==> src/hdl/brlm_pkg.sv <==
package brlm_pkg;

    localparam int SAMPLE_W = 16;
    localparam int COEFF_W  = 32;
    localparam int DELAY_W  = 40;
    localparam int SUM_W    = 64;
    localparam int LEVEL_W  = 16;
    localparam int CFG_IDX_W = 3;
    localparam int CFG_DATA_W = 32;

    localparam logic [CFG_IDX_W-1:0] REG_FEED0  = 3'd0;
    localparam logic [CFG_IDX_W-1:0] REG_FEED1  = 3'd1;
    localparam logic [CFG_IDX_W-1:0] REG_FEED2  = 3'd2;
    localparam logic [CFG_IDX_W-1:0] REG_BACK1  = 3'd3;
    localparam logic [CFG_IDX_W-1:0] REG_BACK2  = 3'd4;
    localparam logic [CFG_IDX_W-1:0] REG_OFFSET = 3'd5;

    localparam logic signed [COEFF_W-1:0] FEED0_RST = 32'sd1073741824;
    localparam logic signed [COEFF_W-1:0] FEED1_RST = 32'h8000_0000;
    localparam logic signed [COEFF_W-1:0] FEED2_RST = 32'sd1073741824;
    localparam logic signed [COEFF_W-1:0] BACK1_RST = -32'sd2136797184;
    localparam logic signed [COEFF_W-1:0] BACK2_RST = 32'sd1063081984;

    localparam logic signed [31:0] DB_PER_LOG2 = 32'sd101008905;

    // window-end request handed from the filter front to the level back end
    typedef struct packed {
        logic [SUM_W-1:0] sum;
        logic [24:0]      count;
        logic             calibrate;
    } win_req_t;

    typedef struct packed {
        logic [LEVEL_W-1:0] rms_level;
        logic [LEVEL_W-1:0] level_db;
        logic [LEVEL_W-1:0] level_db_spl;
        logic               calibration_done;
    } result_t;

endpackage

==> src/hdl/brlm_back.sv <==
module brlm_back (
    input  logic                clk,
    input  logic                rst_n,
    input  logic                req_valid,
    output logic                req_ready,
    input  brlm_pkg::win_req_t  req,
    input  logic signed [15:0]  spl_offset,
    output logic                res_valid,
    input  logic                res_ready,
    output brlm_pkg::result_t   res
);
    import brlm_pkg::*;

    typedef enum logic [7:0] {
        ST_IDLE = 8'b0000_0001,
        ST_DIV  = 8'b0000_0010,
        ST_SQRT = 8'b0000_0100,
        ST_LOGA = 8'b0000_1000,
        ST_LOGB = 8'b0001_0000,
        ST_MUL  = 8'b0010_0000,
        ST_DB   = 8'b0100_0000,
        ST_OUT  = 8'b1000_0000
    } bstate_t;

    bstate_t state_reg, state_next;
    logic [SUM_W-1:0] num_reg, num_next;
    logic [SUM_W-1:0] quo_reg, quo_next;
    logic [24:0] rem_reg, rem_next;
    logic [24:0] den_reg, den_next;
    logic [6:0] step_reg, step_next;
    logic [SUM_W+1:0] sn_reg, sn_next;
    logic [SUM_W+1:0] sr_reg, sr_next;
    logic [SUM_W+1:0] sb_reg, sb_next;
    logic [15:0] rms_reg, rms_next;
    logic [30:0] mant_reg, mant_next;
    logic signed [21:0] lg_reg, lg_next;
    logic signed [21:0] lgr_reg, lgr_next;
    logic signed [21:0] dd_reg, dd_next;
    logic signed [53:0] prod_reg, prod_next;
    logic cal_reg, cal_next;
    logic [15:0] ref_reg, ref_next;
    logic hasref_reg, hasref_next;
    logic [3:0] exp_sel;
    result_t out_reg, out_next;
    logic outv_reg, outv_next;

    logic [25:0] rem_sh;
    logic [61:0] msq;
    logic [4:0] lead;
    logic [15:0] log_src;
    logic signed [53:0] rnd;
    logic signed [21:0] dbw;
    logic signed [16:0] db_s, spl_w;
    logic [SUM_W+1:0] trial;

    assign req_ready = (state_reg == ST_IDLE);
    assign res_valid = outv_reg;
    assign res = out_reg;
    assign rem_sh = {rem_reg, num_reg[SUM_W-1]};
    assign msq = 62'(mant_reg) * 62'(mant_reg);
    assign trial = sr_reg + sb_reg;
    assign log_src = (step_reg[6]) ? ref_reg : rms_reg;
    assign rnd = prod_reg + (54'sd1 <<< 31);
    assign dbw = 22'(rnd >>> 32);
    assign exp_sel = 4'(lead);

    always_comb
    begin
        lead = '0;
        for (int i = 0; i < 16; i++)
            if (log_src[i]) lead = 5'(i);
    end

    always_comb
    begin
        state_next = state_reg;
        num_next = num_reg;
        quo_next = quo_reg;
        rem_next = rem_reg;
        den_next = den_reg;
        step_next = step_reg;
        sn_next = sn_reg;
        sr_next = sr_reg;
        sb_next = sb_reg;
        rms_next = rms_reg;
        mant_next = mant_reg;
        lg_next = lg_reg;
        lgr_next = lgr_reg;
        dd_next = dd_reg;
        prod_next = prod_reg;
        cal_next = cal_reg;
        ref_next = ref_reg;
        hasref_next = hasref_reg;
        out_next = out_reg;
        outv_next = outv_reg;
        db_s = '0;
        spl_w = '0;
        if (outv_reg && res_ready)
            outv_next = 1'b0;
        case (state_reg)
            ST_IDLE:
            begin
                if (req_valid)
                begin
                    num_next = req.sum;
                    den_next = req.count;
                    cal_next = req.calibrate;
                    quo_next = '0;
                    rem_next = '0;
                    step_next = '0;
                    state_next = ST_DIV;
                end
            end
            ST_DIV:
            begin
                // restoring division, one quotient bit per cycle
                if (den_reg == '0)
                begin
                    quo_next = '0;
                    step_next = 7'd64;
                end
                else if (26'(rem_sh) >= 26'(den_reg))
                begin
                    rem_next = 25'(rem_sh - 26'(den_reg));
                    quo_next = {quo_reg[SUM_W-2:0], 1'b1};
                end
                else
                begin
                    rem_next = rem_sh[24:0];
                    quo_next = {quo_reg[SUM_W-2:0], 1'b0};
                end
                num_next = {num_reg[SUM_W-2:0], 1'b0};
                step_next = step_reg + 1'b1;
                if (step_reg >= 7'd63)
                begin
                    sn_next = '0;
                    sr_next = '0;
                    sb_next = 66'd1 << 64;
                    state_next = ST_SQRT;
                end
                if (den_reg == '0)
                    sn_next = '0;
                else if (step_reg >= 7'd63)
                    sn_next = {quo_next, 2'b00};
            end
            ST_SQRT:
            begin
                if (sb_reg == '0)
                begin
                    rms_next = (sr_reg > 66'd65535) ? 16'hFFFF : sr_reg[15:0];
                    step_next = '0;
                    state_next = ST_LOGA;
                end
                else
                begin
                    if (sn_reg >= trial)
                    begin
                        sn_next = sn_reg - trial;
                        sr_next = (sr_reg >> 1) + sb_reg;
                    end
                    else
                        sr_next = sr_reg >> 1;
                    sb_next = sb_reg >> 2;
                end
            end
            ST_LOGA, ST_LOGB:
            begin
                // step 0 loads, steps 1..16 square the mantissa
                if (step_reg[4:0] == 5'd0 && !step_reg[5])
                begin
                    mant_next = 31'(log_src) << (5'd30 - lead);
                    lg_next = 22'(exp_sel) <<< 16;
                    step_next = step_reg + 1'b1;
                end
                else
                begin
                    if (msq[61:30] >= 32'h8000_0000)
                    begin
                        mant_next = msq[61:31];
                        lg_next = lg_reg | (22'sd1 <<< (5'd16 - step_reg[4:0]));
                    end
                    else
                        mant_next = msq[60:30];
                    step_next = step_reg + 1'b1;
                    if (step_reg[4:0] == 5'd16)
                    begin
                        if (state_reg == ST_LOGA)
                        begin
                            lgr_next = lg_next;
                            step_next = 7'b100_0000;
                            state_next = ST_LOGB;
                        end
                        else
                            state_next = ST_MUL;
                    end
                end
                if (state_reg == ST_LOGA && rms_reg == '0)
                    state_next = ST_DB;
                if (state_reg == ST_LOGA && step_reg[4:0] == 5'd16)
                    if (!(hasref_reg && ref_reg != '0))
                        state_next = ST_MUL;
            end
            ST_MUL:
            begin
                if (step_reg[6] && hasref_reg && ref_reg != '0)
                    dd_next = lgr_reg - lg_reg;
                else
                    dd_next = lgr_reg - (22'sd16 <<< 16);
                state_next = ST_DB;
                step_next = '0;
            end
            ST_DB:
            begin
                if (step_reg == '0 && rms_reg != '0)
                begin
                    prod_next = 54'(dd_reg) * 54'(DB_PER_LOG2);
                    step_next = 7'd1;
                end
                else if (!outv_reg)
                begin
                    if (rms_reg == '0)
                    begin
                        out_next.level_db = 16'h8000;
                        out_next.level_db_spl = 16'h8000;
                    end
                    else
                    begin
                        db_s = (dbw > 22'sd32767) ? 17'sd32767 :
                               (dbw < -22'sd32768) ? -17'sd32768 : 17'(dbw);
                        spl_w = db_s + 17'(spl_offset);
                        out_next.level_db = db_s[15:0];
                        out_next.level_db_spl = (spl_w > 17'sd32767) ? 16'h7FFF :
                            (spl_w < -17'sd32768) ? 16'h8000 : spl_w[15:0];
                    end
                    out_next.rms_level = rms_reg;
                    out_next.calibration_done = cal_reg;
                    outv_next = 1'b1;
                    if (cal_reg)
                    begin
                        ref_next = rms_reg;
                        hasref_next = 1'b1;
                    end
                    state_next = ST_OUT;
                end
            end
            ST_OUT: state_next = ST_IDLE;
            default: state_next = ST_IDLE;
        endcase
    end

    always_ff @(posedge clk or negedge rst_n)
    begin
        if (!rst_n)
        begin
            state_reg <= ST_IDLE;
            ref_reg <= '0;
            hasref_reg <= 1'b0;
            outv_reg <= 1'b0;
            step_reg <= '0;
        end
        else
        begin
            state_reg <= state_next;
            ref_reg <= ref_next;
            hasref_reg <= hasref_next;
            outv_reg <= outv_next;
            step_reg <= step_next;
        end
    end

    always_ff @(posedge clk)
    begin
        num_reg <= num_next;
        quo_reg <= quo_next;
        rem_reg <= rem_next;
        den_reg <= den_next;
        sn_reg <= sn_next;
        sr_reg <= sr_next;
        sb_reg <= sb_next;
        rms_reg <= rms_next;
        mant_reg <= mant_next;
        lg_reg <= lg_next;
        lgr_reg <= lgr_next;
        dd_reg <= dd_next;
        prod_reg <= prod_next;
        cal_reg <= cal_next;
        out_reg <= out_next;
    end

endmodule

==> config.mk <==
export PLATFORM = sky130hd
export DESIGN_NAME = brlm_back
export DESIGN_NICKNAME = d
export VERILOG_FILES = /design/src/hdl/brlm_pkg.sv /design/src/hdl/brlm_back.sv
export SDC_FILE = /design/constraint.sdc
export NUM_CORES = 2
export LEC_CHECK = 0
export ABC_AREA = 1
export BUFFER_PORTS_ARGS = -buffer_cell sky130_fd_sc_hd__buf_2
export CAP_MARGIN = 20
export CORE_UTILIZATION = 35
export CTS_CLUSTER_DIAMETER = 50
export DETAILED_ROUTE_END_ITERATION = 7
export GPL_TIMING_DRIVEN = 1
export SETUP_SLACK_MARGIN = 0.4
export SLEW_MARGIN = 20
export SYNTH_ARGS = -nofsm -noshare
export SYNTH_HDL_FRONTEND = slang
export SYNTH_SLANG_ARGS = --single-unit
==> constraint.sdc <==
create_clock -name clk -period 7.7 [get_ports clk]
set_input_delay 1.54 -clock clk [delete_from_list [all_inputs] [get_ports clk]]
set_output_delay 1.54 -clock clk [all_outputs]
set_load 0.01 [all_outputs]
==> flow_summary.yaml <==
logic_synthesis:
  ys_types: 78
  synth_ff_type: "edfxtp_1"
  synth_nets: 10800
  synth_most_common_cell: "inv_1"
  yosysWarnings: 0
  post_synth_instance_area_sq_um: 74100
  synth-seq-cells: 557
  netlist_instances: 9094
  yosysTopAreaCell: "fa_1"
  ys_async_sr_fraction: 0.0592
  avgSynthCellArea_sq_um: 8.15
  netlist_top_cells_area: "fa_1 24%, edfxtp_1 21%, ha_1 12%"
  synth-edff-count: 524
  synth_top_area_share: 0.239
  netlist_top_cells_count: "2,118 x inv_1, 1,897 x nand2_1, 883 x fa_1, 727 x ha_1, 632 x nor2_1"
  ys_seq_area_frac: 0.223
timing:
  fin_worst_skew_ns: 0.0822
  rsz0062_at_grt: "yes"
  max_freq_mhz: 133
  finalCritPeriodShare: 0.974
  finalWorstSetupSlack_ns: 0.200
  max_slew_margin: 0.343
  setup_viol: 0
  finalCriticalPeriod_ns: 7.50
  maxSlewViolCount: 0
  worst-slew-pin-transition_ns: 0.986
  whs_ns: 0.452
  finalHoldViolCount: 0
critical_path:
  crit_top_cell: "fa_1"
  path_max_fanout: 9
  crit_family: "adder cells"
  required_ns: 8.15
  path_class: "register to register"
  cp-end-kind: "register"
  r2r_slack_ns: 0.20
  arrival_ns: 7.95
  worst-path-buf-inv: 9
  slowest_delay_ns: 0.56
  crit_slowest_cell: "fa_1"
  cp-start-kind: "register"
routing:
  post_drt_via_cell_ratio: 4.93
  first_iter_violations: 4110
  dr.pass1.iters: 6
  drc: 0
  ant_nets: 0
  via_count: 61500
  wl_per_cell_um: 18.0
  drt-total-wl_um: 224000
placed_design:
  pre_cts_ws_ns: -0.214
  portBuffers: 160
  hpwl_um: 182000
  dpl_cell_area_sq_um: 80900
  place_congestion: 0.966
grt:
  grt_use_total: 0.211
  grt_start_max_net_pins: 95
  antenna_found_initial: 2
  grt_pass1_wl_um: 352000
  grt_pass1_vias: 64200
  grt-ovfl-total: 0
floorplan:
  die_w_um: 462
  initial_core_util: 0.353
  pin_count: 161
  die_area_sq_um: 214000
  die-height_um: 462
  coreArea_sq_um: 210000
  rows: 168
cells_and_area:
  drive_gt1_frac: 0.129
  antenna_cells: 0
  final_nets: 11300
  fin_area_sq_um: 86900
  area_growth_syn_to_layout_pct: 17.3
clocking:
  clk_latency_ns: 0.75
  cts_tree: "built"
  cts_max_path_buffers: 3
  clk_pin_slew_ns: 0.06
  cts_sinks: 557
  cts_buffers: 91
  ctsHoldBuffers: 0
  root_buffer: "clkbuf_16"
  cts_max_level: 3
status:
  status: "complete, no violations"
hold_path:
  hold_class: "register to register"
flow_run:
  cap_viol_max_count: 0
==> logic make-up (layout without fill, tap and decap cells) <==
group / count (synthesis) / after routing / share of synthesized area
adders and majority gates: 1610 / 1610 / 0.361
xor gates and xnor gates: 276 / 276 / 0.0330
DFF: 557 / 557 / 0.223
other: 1 / 1 / 0.0000506
and+or+nand+nor: 3119 / 3119 / 0.172
muxes: 1 / 1 / 0.000135
buffers and inverters: 2350 / 2928 / 0.121
AOI/OAI and AO/OA: 1180 / 1180 / 0.0890
==> routing by layer <==
metal | wire (um) | GRT usage | share of wire | vias to the layer above
met5 | 0 | 0 | 0 | -
met2 | 105000 | 0.352 | 0.47 | 1581
met4 | 9190 | 0.0757 | 0.041 | 0
met1 | 98600 | 0.281 | 0.44 | 29900
li1 | - | - | - | 29600
met3 | 11900 | 0.0241 | 0.053 | 360
==> cell type report <==
type	instances	area (sq um)
clock inverters	78	987
multi-input cells	6187	50300
repair buffers	622	5260
flip-flops and latches	557	16600
clock buffers	94	2290
inverters	2134	8030
fillers	21000	123000
well taps	2805	3510
==> per-stage QoR <==
step	TNS [ns]	instances	utilization
floorplan	0	9094	-
global placement	-5.38	12200	0.385
detailed placement	-7.56	12200	0.385
CTS	0	12500	0.410
global route	-0.0255	12500	0.414
finish	0	12500	0.414
==> placed cells by master, fill, tap and decap left out, types with 160 or more instances in the layout <==
| master | Yosys | layout |
|---|---|---|
| inv_1 | 2118 | 2060 |
| nand2_1 | 1897 | 1797 |
| fa_1 | 883 | 849 |
| ha_1 | 727 | 692 |
| nor2_1 | 632 | 591 |
| edfxtp_1 | 524 | 524 |
| a21oi_1 | 467 | 427 |
| o21ai_0 | 385 | 359 |
| buf_4 | 7 | 354 |
| nand3_1 | 330 | 316 |
| buf_2 | 20 | 160 |
==> path summary, 6_finish.rpt <==
path	endpoint	cells past startpoint	startpoint
worst max-delay path	lg_reg[13]	31	mant_reg[6]
worst min-delay path	res[0]	0	cal_reg
worst max register to register	lg_reg[13]	31	mant_reg[6]
worst min register to register	res[0]	0	cal_reg
max in group asynchronous	ref_reg[8]	1	rst_n
min in group asynchronous	res_valid	1	rst_n
==> timing repair <==
item                       in CTS  in global routing
gates resized for setup       326                195
cloned                          9                  3
setup endpoints to repair      75                 75
pin swaps                     127                143
buffers inserted               49                 12
Power is not shown: default switching activity piles up to over one toggle a cycle in this logic, so the estimate is an artifact.
